[config.mk]
export PLATFORM = sky130hd
export DESIGN_NAME = battery_level_gauge
export DESIGN_NICKNAME = d
export VERILOG_FILES = /design/src/hw/rtl/blg_pkg.sv /design/src/hw/rtl/battery_level_gauge.sv /design/src/hw/rtl/blg_classify.sv /design/src/hw/rtl/blg_tracker.sv
export SDC_FILE = /design/constraint.sdc
export NUM_CORES = 1
export LEC_CHECK = 0
export ABC_AREA = 1
export BUFFER_PORTS_ARGS = -buffer_cell sky130_fd_sc_hd__buf_2
export CORE_MARGIN = 8
export CORE_UTILIZATION = 60
export DETAILED_ROUTE_END_ITERATION = 10
export PLACE_DENSITY_LB_ADDON = 0.15
export SYNTH_ARGS = -nofsm -noshare
export SYNTH_HDL_FRONTEND = slang
export SYNTH_SLANG_ARGS = --single-unit
[constraint.sdc]
create_clock -name clk -period 11.1 [get_ports clk]
set_clock_uncertainty 0.2 [all_clocks]
set_input_delay 0.555 -clock clk [delete_from_list [all_inputs] [get_ports clk]]
set_output_delay 0.555 -clock clk [all_outputs]
set_load 0.05 [all_outputs]
[src/hw/rtl/blg_pkg.sv]
package blg_pkg;

	// timing constants, in ticks
	localparam logic [8:0]  STARTUP_DELAY   = 9'd500;
	localparam logic [14:0] SLEW_TICKS      = 15'd30000;
	localparam logic [11:0] LOW_DELAY       = 12'd3000;
	localparam logic [15:0] CHARGE_FULL_MIN = 16'd30;
	localparam logic [15:0] UNFULL_DELAY    = 16'd3000;
	localparam logic [14:0] LOW_STEP_TICKS  = 15'd200;

	// charge timer rollover points
	localparam logic [9:0] MS_PER_SEC  = 10'd1000;
	localparam logic [5:0] SEC_PER_MIN = 6'd60;

	// sample above which a completed minute sets the charge timer to the full mark
	localparam logic [11:0] FULL_V_LIMIT = 12'd850;

	// bar levels with a meaning of their own
	localparam logic [2:0] LEVEL_TOP  = 3'd4;
	localparam logic [2:0] LEVEL_FULL = 3'd5;
	localparam logic [2:0] LEVEL_LAST_PARTIAL = 3'd3;

	// register map
	localparam int unsigned NUM_REGS = 8;
	typedef enum logic [2:0] {
		REG_BAT_THRESH_0 = 3'd0,
		REG_BAT_THRESH_1 = 3'd1,
		REG_BAT_THRESH_2 = 3'd2,
		REG_BAT_THRESH_3 = 3'd3,
		REG_CHG_THRESH_0 = 3'd4,
		REG_CHG_THRESH_1 = 3'd5,
		REG_CHG_THRESH_2 = 3'd6,
		REG_CHG_THRESH_3 = 3'd7
	} blg_reg_t;

	typedef logic [11:0] thresh_t;

	// classifier output
	typedef struct packed {
		logic [2:0] level;
		logic       at_full_v;
	} blg_raw_t;

	// one result item
	typedef struct packed {
		logic       sys_event;
		logic       low_battery;
		logic       motor_stop;
		logic [2:0] shown_level;
	} blg_result_t;

endpackage

[src/hw/rtl/battery_level_gauge.sv]
// Battery bar-level gauge. Each input beat is one millisecond tick carrying a
// 12-bit battery sample and the charging flag; each beat yields exactly one
// output beat with the shown level (0..4, 5 = charge full), the motor stop
// request, the low-battery latch and a one-tick system event. A beat is
// registered on entry, then the classifier and the gauge state update run
// combinationally into the output register, so one beat per clock is
// sustained while the result side accepts. The user must write the eight
// thresholds through the cfg port (index 0..3 discharge, 4..7 charging)
// only while no beat is in flight; the block itself does not enforce this.
module battery_level_gauge (
	input  logic        clk,
	input  logic        arst_n,
	// input beats
	input  logic        s_tvalid,
	output logic        s_tready,
	input  logic [15:0] s_tdata,   // [11:0] vin_sample, [12] charging, [15:13] zero
	// result beats
	output logic        m_tvalid,
	input  logic        m_tready,
	output logic [7:0]  m_tdata,   // [2:0] shown_level_out, [3] motor_stop,
	                               // [4] low_battery, [5] sys_event, [7:6] zero
	// threshold writes
	input  logic        cfg_valid,
	output logic        cfg_ready,
	input  logic [2:0]  cfg_index,
	input  logic [11:0] cfg_data
);

	blg_pkg::thresh_t     thresh_q [blg_pkg::NUM_REGS];
	blg_pkg::thresh_t     bat_thresh [4];
	blg_pkg::thresh_t     chg_thresh [4];
	logic                 valid_s1;
	logic [11:0]          vin_s1;
	logic                 chg_s1;
	logic                 out_valid_q;
	blg_pkg::blg_result_t out_q;
	blg_pkg::blg_result_t result;
	blg_pkg::blg_raw_t    raw;
	logic                 advance;

	assign cfg_ready = 1'b1;

	// threshold registers
	always_ff @(posedge clk or negedge arst_n) begin
		if (!arst_n) begin
			thresh_q[blg_pkg::REG_BAT_THRESH_0] <= 12'd600;
			thresh_q[blg_pkg::REG_BAT_THRESH_1] <= 12'd650;
			thresh_q[blg_pkg::REG_BAT_THRESH_2] <= 12'd700;
			thresh_q[blg_pkg::REG_BAT_THRESH_3] <= 12'd750;
			thresh_q[blg_pkg::REG_CHG_THRESH_0] <= 12'd700;
			thresh_q[blg_pkg::REG_CHG_THRESH_1] <= 12'd750;
			thresh_q[blg_pkg::REG_CHG_THRESH_2] <= 12'd800;
			thresh_q[blg_pkg::REG_CHG_THRESH_3] <= 12'd850;
		end else if (cfg_valid) begin
			thresh_q[cfg_index] <= cfg_data;
		end
	end

	always_comb begin
		for (int i = 0; i < 4; i++) begin
			bat_thresh[i] = thresh_q[i];
			chg_thresh[i] = thresh_q[i + 4];
		end
	end

	// stage handshake
	assign advance  = valid_s1 && (!out_valid_q || m_tready);
	assign s_tready = !valid_s1 || advance;

	// input register
	always_ff @(posedge clk or negedge arst_n) begin
		if (!arst_n) begin
			valid_s1 <= 1'b0;
		end else if (s_tready) begin
			valid_s1 <= s_tvalid;
		end
	end

	always_ff @(posedge clk) begin
		if (s_tvalid && s_tready) begin
			vin_s1 <= s_tdata[11:0];
			chg_s1 <= s_tdata[12];
		end
	end

	blg_classify u_classify (
		.vin_sample (vin_s1),
		.charging   (chg_s1),
		.bat_thresh (bat_thresh),
		.chg_thresh (chg_thresh),
		.raw        (raw)
	);

	blg_tracker u_tracker (
		.clk        (clk),
		.arst_n     (arst_n),
		.step       (advance),
		.vin_sample (vin_s1),
		.charging   (chg_s1),
		.raw        (raw),
		.result     (result)
	);

	// output register
	always_ff @(posedge clk or negedge arst_n) begin
		if (!arst_n) begin
			out_valid_q <= 1'b0;
		end else if (advance) begin
			out_valid_q <= 1'b1;
		end else if (m_tready) begin
			out_valid_q <= 1'b0;
		end
	end

	always_ff @(posedge clk) begin
		if (advance) begin
			out_q <= result;
		end
	end

	assign m_tvalid = out_valid_q;
	assign m_tdata  = {2'b00, out_q.sys_event, out_q.low_battery, out_q.motor_stop,
		out_q.shown_level};

endmodule

[src/hw/rtl/blg_classify.sv]
module blg_classify (
	input  logic [11:0]         vin_sample,
	input  logic                charging,
	input  blg_pkg::thresh_t    bat_thresh [4],
	input  blg_pkg::thresh_t    chg_thresh [4],
	output blg_pkg::blg_raw_t   raw
);

	// first bound not exceeded wins, in list order
	always_comb begin
		raw.level     = blg_pkg::LEVEL_TOP;
		raw.at_full_v = 1'b0;
		if (charging) begin
			priority if (vin_sample <= chg_thresh[0]) raw.level = 3'd1;
			else if (vin_sample <= chg_thresh[1]) raw.level = 3'd2;
			else if (vin_sample <= chg_thresh[2]) raw.level = 3'd3;
			else if (vin_sample <= chg_thresh[3]) raw.level = 3'd4;
			else raw.at_full_v = 1'b1;
		end else begin
			priority if (vin_sample <= bat_thresh[0]) raw.level = 3'd0;
			else if (vin_sample <= bat_thresh[1]) raw.level = 3'd1;
			else if (vin_sample <= bat_thresh[2]) raw.level = 3'd2;
			else if (vin_sample <= bat_thresh[3]) raw.level = 3'd3;
			else raw.level = blg_pkg::LEVEL_TOP;
		end
	end

endmodule

[src/hw/rtl/blg_tracker.sv]
module blg_tracker (
	input  logic                 clk,
	input  logic                 arst_n,
	input  logic                 step,
	input  logic [11:0]          vin_sample,
	input  logic                 charging,
	input  blg_pkg::blg_raw_t    raw,
	output blg_pkg::blg_result_t result
);

	logic [8:0]  startup_q, startup_n;
	logic [2:0]  level_q, level_n;
	logic        low_q, low_n;
	logic [14:0] slew_q, slew_n;
	logic [11:0] low_cnt_q, low_cnt_n;
	logic [15:0] unfull_q, unfull_n;
	logic [9:0]  ms_q, ms_n;
	logic [5:0]  sec_q, sec_n;
	logic [15:0] min_q, min_n;
	logic        once_q, once_n;

	logic [15:0] slew_inc;
	logic [12:0] low_inc;
	logic [15:0] unfull_dec;
	logic        stop;
	logic        ev;

	// next state for one tick
	always_comb begin
		startup_n = startup_q;
		level_n   = level_q;
		low_n     = low_q;
		slew_n    = slew_q;
		low_cnt_n = low_cnt_q;
		unfull_n  = unfull_q;
		ms_n      = ms_q;
		sec_n     = sec_q;
		min_n     = min_q;
		once_n    = once_q;
		stop      = 1'b0;
		ev        = 1'b0;
		slew_inc  = {1'b0, slew_q} + 16'd1;
		low_inc   = {1'b0, low_cnt_q} + 13'd1;
		unfull_dec = unfull_q - 16'd1;

		// level tracking
		if (startup_q != 9'd0) begin
			startup_n = startup_q - 9'd1;
			level_n   = raw.level;
		end else if (low_q) begin
			stop = 1'b1;
			if (slew_inc > {1'b0, blg_pkg::LOW_STEP_TICKS}) begin
				slew_n = '0;
				if (level_q != 3'd0) level_n = level_q - 3'd1;
			end else begin
				slew_n = slew_inc[14:0];
			end
		end else if (raw.level != 3'd0) begin
			low_cnt_n = '0;
			if (level_q != raw.level) begin
				if (slew_inc > {1'b0, blg_pkg::SLEW_TICKS}) begin
					slew_n = '0;
					if (level_q < raw.level) level_n = level_q + 3'd1;
					else level_n = level_q - 3'd1;
				end else begin
					slew_n = slew_inc[14:0];
				end
			end else begin
				slew_n = '0;
			end
		end else begin
			if (low_inc > {1'b0, blg_pkg::LOW_DELAY}) begin
				low_cnt_n = blg_pkg::LOW_DELAY;
				if (!charging) begin
					low_n = 1'b1;
					stop  = 1'b1;
				end
			end else begin
				low_cnt_n = low_inc[11:0];
			end
		end

		// charge-full timer
		if (charging) begin
			if (min_q >= blg_pkg::CHARGE_FULL_MIN) begin
				min_n    = blg_pkg::CHARGE_FULL_MIN;
				unfull_n = blg_pkg::UNFULL_DELAY;
				level_n  = blg_pkg::LEVEL_FULL;
			end else if (level_n == blg_pkg::LEVEL_TOP && raw.at_full_v) begin
				ms_n = ms_q + 10'd1;
				if (ms_n >= blg_pkg::MS_PER_SEC) begin
					ms_n  = '0;
					sec_n = sec_q + 6'd1;
				end
				if (sec_n >= blg_pkg::SEC_PER_MIN) begin
					sec_n = '0;
					min_n = min_q + 16'd1;
					if (vin_sample > blg_pkg::FULL_V_LIMIT) min_n = blg_pkg::CHARGE_FULL_MIN;
					ev = 1'b1;
				end
			end
		end

		// unfull delay
		if (raw.level <= blg_pkg::LEVEL_LAST_PARTIAL && startup_n == 9'd0) begin
			ms_n  = '0;
			sec_n = '0;
			min_n = '0;
			if (unfull_n != 16'd0) begin
				unfull_dec = unfull_n - 16'd1;
				unfull_n   = unfull_dec;
				if (unfull_dec == 16'd0) level_n = raw.level;
				once_n = 1'b1;
			end else if (once_q) begin
				once_n = 1'b0;
				ev     = 1'b1;
			end
		end else begin
			once_n   = 1'b1;
			unfull_n = blg_pkg::UNFULL_DELAY;
		end

		result.shown_level = level_n;
		result.motor_stop  = stop;
		result.low_battery = low_n;
		result.sys_event   = ev;
	end

	// gauge state
	always_ff @(posedge clk or negedge arst_n) begin
		if (!arst_n) begin
			startup_q <= blg_pkg::STARTUP_DELAY;
			level_q   <= '0;
			low_q     <= 1'b0;
			slew_q    <= '0;
			low_cnt_q <= '0;
			unfull_q  <= blg_pkg::UNFULL_DELAY;
			ms_q      <= '0;
			sec_q     <= '0;
			min_q     <= '0;
			once_q    <= 1'b0;
		end else if (step) begin
			startup_q <= startup_n;
			level_q   <= level_n;
			low_q     <= low_n;
			slew_q    <= slew_n;
			low_cnt_q <= low_cnt_n;
			unfull_q  <= unfull_n;
			ms_q      <= ms_n;
			sec_q     <= sec_n;
			min_q     <= min_n;
			once_q    <= once_n;
		end
	end

endmodule

Yosys cells after proc, flatten, opt, wreduce, memory -nomap -nowiden
Cells that the tools add are included.

Word-level logic and storage cells: 162. Output and inout port bits: 11. Flip-flop bits (word level): 206. Input bits: 36.

$lt $le $gt $ge: 19. Muxes and demuxes: 77. Equality and inequality tests: 3. Bitwise operators: 3. $add $sub $neg: 9. Reduce and logical (&&, ||, !) cells: 25.

Operators by type and width (number): $mux 16 (10); $bwmux 96 (1); $le 12x12->1 (8); $mux 15 (5); $mux 3 (21); $mux 6 (9); $mux 10 (5); $demux 12 s3 (1); $mux 12 (3); $mux 1 (21); $add 15x1->16 const B (1); $add 16x1->16 const B (1); $ge 16x5->1 const B (1); $gt 16x15->1 const B (1); $gt 16x8->1 const B (1); $logic_not 16->1 (1); $reduce_bool 16->1 (1); $sub 16x1->16 const B (1); $add 12x1->13 const B (1); $gt 13x12->1 const B (1); $gt 12x10->1 const B (1); $reduce_bool 3->1 (4); $add 10x1->10 const B (1); $ge 10x10->1 const B (1); 23 further kinds (35).

Logic depth before layout (Yosys ltp)
Word-level depth: 26. Gate-level depth with buffers: 29. Mapped depth without buffers: 28.

Hierarchy
A second synthesis with hierarchy kept.

Cells, all modules: 1818. Area total of the unflattened synthesis: 13608.1 µm².

By module, submodules not included: blg_tracker (instances 1, area each 6314.8 µm², cells each 894, sequential area each 2243.4 µm²); battery_level_gauge (instances 1, area each 4591.9 µm², cells each 479, sequential area each 3075.4 µm²); blg_classify (instances 1, area each 2701.3 µm², cells each 445, sequential area each 0.0 µm²).

Worst setup path after synthesis
OpenSTA, ideal clock, no wires.

Kind: register to register. Start point: reg vin_s1[11]. End point: reg u_tracker.min_q[10]. Setup slack: 7.397 ns. Arrival time: 3.381 ns. Stages on the path, launching flop included: 22. Clock period less this slack: 3.703 ns. Buffers on the path: 1. Setup time: 0.122 ns. Data required time: 10.778 ns. Cell sequence: edfxtp_1 > ha_1 > nand2_1 > inv_1 > nand3_1 > nor3_1 > nand2_1 > a31oi_1 > o21ai_0 > and2_1 > ha_1 > nand2_1 > o21ai_0 > mux2i_1 > nand3_1 > nand3_2 > nand2_2 > a21oi_4 > nand4_2 > nand2_4 > buf_8 > a21oi_2.

Longest elaborated chain between the ends: 17. Elaborated cells on any way between the ends: 45. Classes of those cells: order compare: 11; eq/ne: 2; mux: 25; reduce/logical: 7.

RTL lines: from (decl) (RTL line battery_level_gauge.sv:33) `logic [11:0] vin_s1;`; from (signal assigned) (RTL line battery_level_gauge.sv:81) `vin_s1 <= s_tdata[11:0];`; $le 12x12->1 (RTL line blg_classify.sv:23) `else if (vin_sample <= bat_thresh[3]) raw.level = 3'd3;`; $mux 3 (RTL line blg_classify.sv:23); $mux 3 (RTL line blg_classify.sv:22) `else if (vin_sample <= bat_thresh[2]) raw.level = 3'd2;`; $mux 3 (RTL line blg_classify.sv:21) `else if (vin_sample <= bat_thresh[1]) raw.level = 3'd1;`; $mux 3 (RTL line blg_classify.sv:20) `priority if (vin_sample <= bat_thresh[0]) raw.level = 3'd0;`; $mux 3 (RTL line blg_classify.sv:13) `if (charging) begin`; $lt 3x3->1 (RTL line blg_tracker.sv:63) `if (level_q < raw.level) level_n = level_q + 3'd1;`; $mux 3 (RTL line blg_tracker.sv:63); $mux 3 (RTL line blg_tracker.sv:61) `if (slew_inc > {1'b0, blg_pkg::SLEW_TICKS}) begin`; $mux 3 (RTL line blg_tracker.sv:60) `if (level_q != raw.level) begin`; $mux 3 (RTL line blg_tracker.sv:58) `end else if (raw.level != 3'd0) begin`; $mux 3 (RTL line blg_tracker.sv:50) `end else if (low_q) begin`; $mux 3 (RTL line blg_tracker.sv:47) `if (startup_q != 9'd0) begin`; $eq 3x3->1 (RTL line blg_tracker.sv:89) `end else if (level_n == blg_pkg::LEVEL_TOP && raw.at_full_v) begin`; $logic_and 1x1->1 (RTL line blg_tracker.sv:89); $reduce_bool 3->1 (no source line); $reduce_and 4->1 (no source line); to (signal assigned) (RTL line blg_tracker.sv:151) `min_q <= min_n;`; to (decl) (RTL line blg_tracker.sv:19) `logic [15:0] min_q, min_n;`.

Parallel ways exist; a longest one is shown, timed or not. The select of a mux whose other input is x is not followed. A chain may end at the register's enable or synchronous reset.

Worst setup path after layout
Start point: reg vin_s1[11]. End point: reg u_tracker.ms_q[7].

Longest elaborated chain between the ends: 17. Elaborated cells on any way between the ends: 39. Classes of those cells: order compare: 10; eq/ne: 3; mux: 20; reduce/logical: 6.

RTL lines: $le 12x12->1 (RTL line blg_classify.sv:23); $mux 3 (RTL line blg_classify.sv:23); $mux 3 (RTL line blg_classify.sv:22); $mux 3 (RTL line blg_classify.sv:21); $mux 3 (RTL line blg_classify.sv:20); $mux 3 (RTL line blg_classify.sv:13); $lt 3x3->1 (RTL line blg_tracker.sv:63); $mux 3 (RTL line blg_tracker.sv:63); $mux 3 (RTL line blg_tracker.sv:61); $mux 3 (RTL line blg_tracker.sv:60); $mux 3 (RTL line blg_tracker.sv:58); $mux 3 (RTL line blg_tracker.sv:50); $mux 3 (RTL line blg_tracker.sv:47); $eq 3x3->1 (RTL line blg_tracker.sv:89); $logic_and 1x1->1 (RTL line blg_tracker.sv:89); $reduce_bool 2->1 (no source line); $reduce_and 4->1 (no source line); to (signal assigned) (RTL line blg_tracker.sv:149) `ms_q <= ms_n;`; to (decl) (RTL line blg_tracker.sv:17) `logic [9:0] ms_q, ms_n;`.

Parallel ways exist; a longest one is shown, timed or not.

==> results.cfg <==
[cells_and_area]
area_delta_synth_final_pct = 10.6
stdcell_count = 2021
drive_above_1_share_pct = 13.3
nNetsFinal = 1871
design_area_sq_um = 14500

[synthesis]
yosysTopAreaCell = dfrtp_1
synthSimpleGateAreaFrac_pct = 24.7
syn-instance-count = 1670
synth_fa_ha_area_share_pct = 10.9
synthMuxAreaShare_pct = 0.0762
synthesis.area_sq_um = 13100
synth_cell_type_count = 54
ys_seq_area_share_pct = 40.5
syn_area_per_cell_sq_um = 7.87
synth_top_family_by_area = simple AND/OR/NAND/NOR gates
yosys_warnings = 0
synth-seq-cells = 206
ys.flop_type = dfrtp_1
yosysTopAreaCellShare_pct = 25.1
synth-compound-area-share_pct = 12.6
synth-edff-count = 19
synthArstFlopShare_pct = 90.8
synth_area_leaders = dfrtp_1 (25%), nand2_1 (11%), dfstp_2 (11%)
synth_xor_area_share_pct = 1.87

[timing]
relSlewSlack_pct = 20.1
finalHoldViolations = 0
fmax_ghz = 0.201
setup_viol = 0
max_slew.worst_pin.slew_ps = 1190
finalSetupTns_ps = 0
timing.final.crit_share_pct = 44.8
report.final.slew_viol_count = 0
fin_ws_ps = 6120
rsz0062_at_grt = false
layout_min_cycle_time_ps = 4980

[setup_path]
worstSetupStartpointType = flop
crit_required_ps = 11300
end_kind = flop
reg2regPathDepth = 23
path_max_fanout = 11
crit_arrival_ps = 5180
path_class = flop to flop

[pwr]
peakVddDrop_v = 0.000129
intPower_mw = 1.78
sw_frac_of_total_pct = 37.8
finalPower_mw = 2.85
p_per_area_nw_per_um2 = 196
p_clk_share_pct = 28.8
power.net_switching_mw = 1.08
seqPwrFrac_pct = 37.2
combinationalPowerShare_pct = 34.1
p_leak_nw = 7.29

[route]
wirelength_um = 30700
drt_iter0_drc = 665
ant_nets = 0
drc = 0
viasPerCell = 5.42
vias = 11000
wl_per_cell_um = 15.2
dr.pass1.iters = 5

[cts]
cts_max_level = 1
clk_pin_slew_ps = 60
cts_setup_buffers = 0
cts_tree = yes
worstSkewPairLatency_ps = 530
ctsResizeCount = 0
cts_sinks = 206
cts_buffer_depth = 3
cts_buffers = 24
clockRootBuffer = clkbuf_16
hold_buffers = 14

[hold_path]
holdPathStages = 3
hp-class = input port to flop

[global_routing]
track_usage_pct = 23.5
gr-total-overflow = 0
grt_pass1_vias = 10700
grt_max_degree = 72
antenna_found_initial = 1
grt_pass1_wl_um = 51600

[run_status]
status = finished clean

[die]
rows = 54
io_pins = 47
initial_core_util_pct = 60.6
core_area_sq_um = 21700
die-area_sq_um = 26900
die_h_um = 164
die-width_um = 164

[place]
hpwl_um = 21900
dpl.cell_count = 1961
postPlaceCellArea_sq_um = 13600
port_buffers = 40
place_ws_ps = 6220
place_congestion = 0.903

[job]
drv_cap = 0
==> final timing paths <==
kind / from / end / slack [ps]
setup / recovery: vin_s1[11] / u_tracker.ms_q[7] / 6120
hold / removal: cfg_data[7] / chg_thresh[7] / 50
setup reg to reg: vin_s1[11] / u_tracker.ms_q[7] / 6120
hold reg to reg: bat_thresh[32] / bat_thresh[32] / 280
max in group asynchronous: arst_n / bat_thresh[38] / 9000
min in group asynchronous: arst_n / u_tracker.low_cnt_q[9] / 400
==> power groups by stage <==
stage	Sequential, mW	Combinational [mW]	Clock (mW)
after floorplan	1.05	0.769	0
after global placement	1.07	0.929	0
after detailed placement	1.07	0.958	0
after CTS	1.06	0.970	0.837
after global routing	1.08	1.12	0.863
final	1.06	0.972	0.821
==> flip-flops by register name (all words and copies together), names as in the netlist <==
register	count
bat_thresh	48
chg_thresh	48
u_tracker.min_q	16
u_tracker.unfull_q	16
u_tracker.slew_q	15
u_tracker.low_cnt_q	12
vin_s1	12
u_tracker.ms_q	10
u_tracker.startup_q	9
m_tdata	6
u_tracker.sec_q	6
u_tracker.level_q	3
chg_s1	1
m_tvalid	1
u_tracker.low_q	1
u_tracker.once_q	1
valid_s1	1
==> worst max-delay path: stages, from the launching register on <==
cell	delay, ps
edfxtp_1	610
ha_1	430
nand4_1	120
nor3_1	330
nand2_1	130
o2111ai_1	140
nand2_1	150
nor2_1	120
nand2_1	90
nand2_1	180
inv_1	110
ha_1	330
nand2_1	60
o21ai_0	360
mux2i_1	250
nand3_1	120
nand3_2	90
nand2_2	90
a21oi_4	150
nand4_2	120
nand2_2	310
inv_2	180
nand2_1	100
nand2_1	50
==> cell type report <==
| type | count | area (sq um) |
|---|---|---|
| flip-flops and latches | 206 | 5320 |
| fillers | 1808 | 7160 |
| clock buffers | 31 | 667 |
| diodes | 2 | 5.00 |
| multi-input cells | 1153 | 6600 |
| inverters | 277 | 1040 |
| repair buffers | 59 | 387 |
| clock inverters | 13 | 164 |
| well taps | 280 | 350 |
==> layer usage <==
metal	track usage [%]	wire length, um
met1	29.1	13300
met2	42.3	15300
met3	2.58	1240
met4	7.11	767
met5	0	0
==> synth_stat cells (3+ instances only) <==
| cell | instances |
|---|---|
| a21o_1 | 3 |
| inv_1 | 266 |
| o21ai_2 | 5 |
| nor3_2 | 4 |
| inv_2 | 10 |
| buf_6 | 3 |
| a21oi_1 | 54 |
| nand4_1 | 51 |
| clkbuf_1 | 25 |
| ha_1 | 114 |
| nor3_1 | 18 |
| nand2_1 | 389 |
| o2111ai_1 | 3 |
| nand2_2 | 21 |
| buf_4 | 3 |
| nand3_2 | 11 |
| o21bai_1 | 5 |
| o22ai_1 | 10 |
| xnor2_1 | 10 |
| o21ai_1 | 3 |
| nor2_2 | 14 |
| nand3_1 | 99 |
| dfrtp_1 | 132 |
| a31oi_1 | 5 |
| dfstp_2 | 55 |
| o21ai_0 | 167 |
| a21oi_2 | 10 |
| a211oi_1 | 3 |
| nand2_4 | 3 |
| nor2_1 | 95 |
| nor2_4 | 4 |
| o31ai_1 | 3 |
| edfxtp_1 | 19 |
| o211ai_1 | 7 |
| xor2_1 | 18 |
==> per-stage QoR <==
| step | utilization [%] | hold slack, ps |
|---|---|---|
| 2_1_floorplan | - | 59.4 |
| 3_3_place_gp | 62.5 | 266 |
| 3_5_place_dp | 62.5 | 273 |
| 4_1_cts | 67.0 | 29.5 |
| 5_1_grt | 67.0 | 52.3 |
| 6_report | 67.0 | 45.1 |
==> layout by cell type, fill, tap and decap left out, types with 51 or more instances in the layout <==
cell,n
a21oi_1,54
dfrtp_1,132
dfstp_2,55
ha_1,114
inv_1,266
nand2_1,389
nand3_1,99
nand4_1,51
nor2_1,95
o21ai_0,167
==> logic make-up after synthesis <==
logic type,Yosys count
XOR/XNOR,28
AO/OA/AOI/OAI,289
buffers and inverters,312
adder cells (fa/ha/maj),114
flip-flops,206
other,2
AND/OR/NAND/NOR,718
multiplexers,1
No activity file was read; power rests on OpenSTA's default activity.
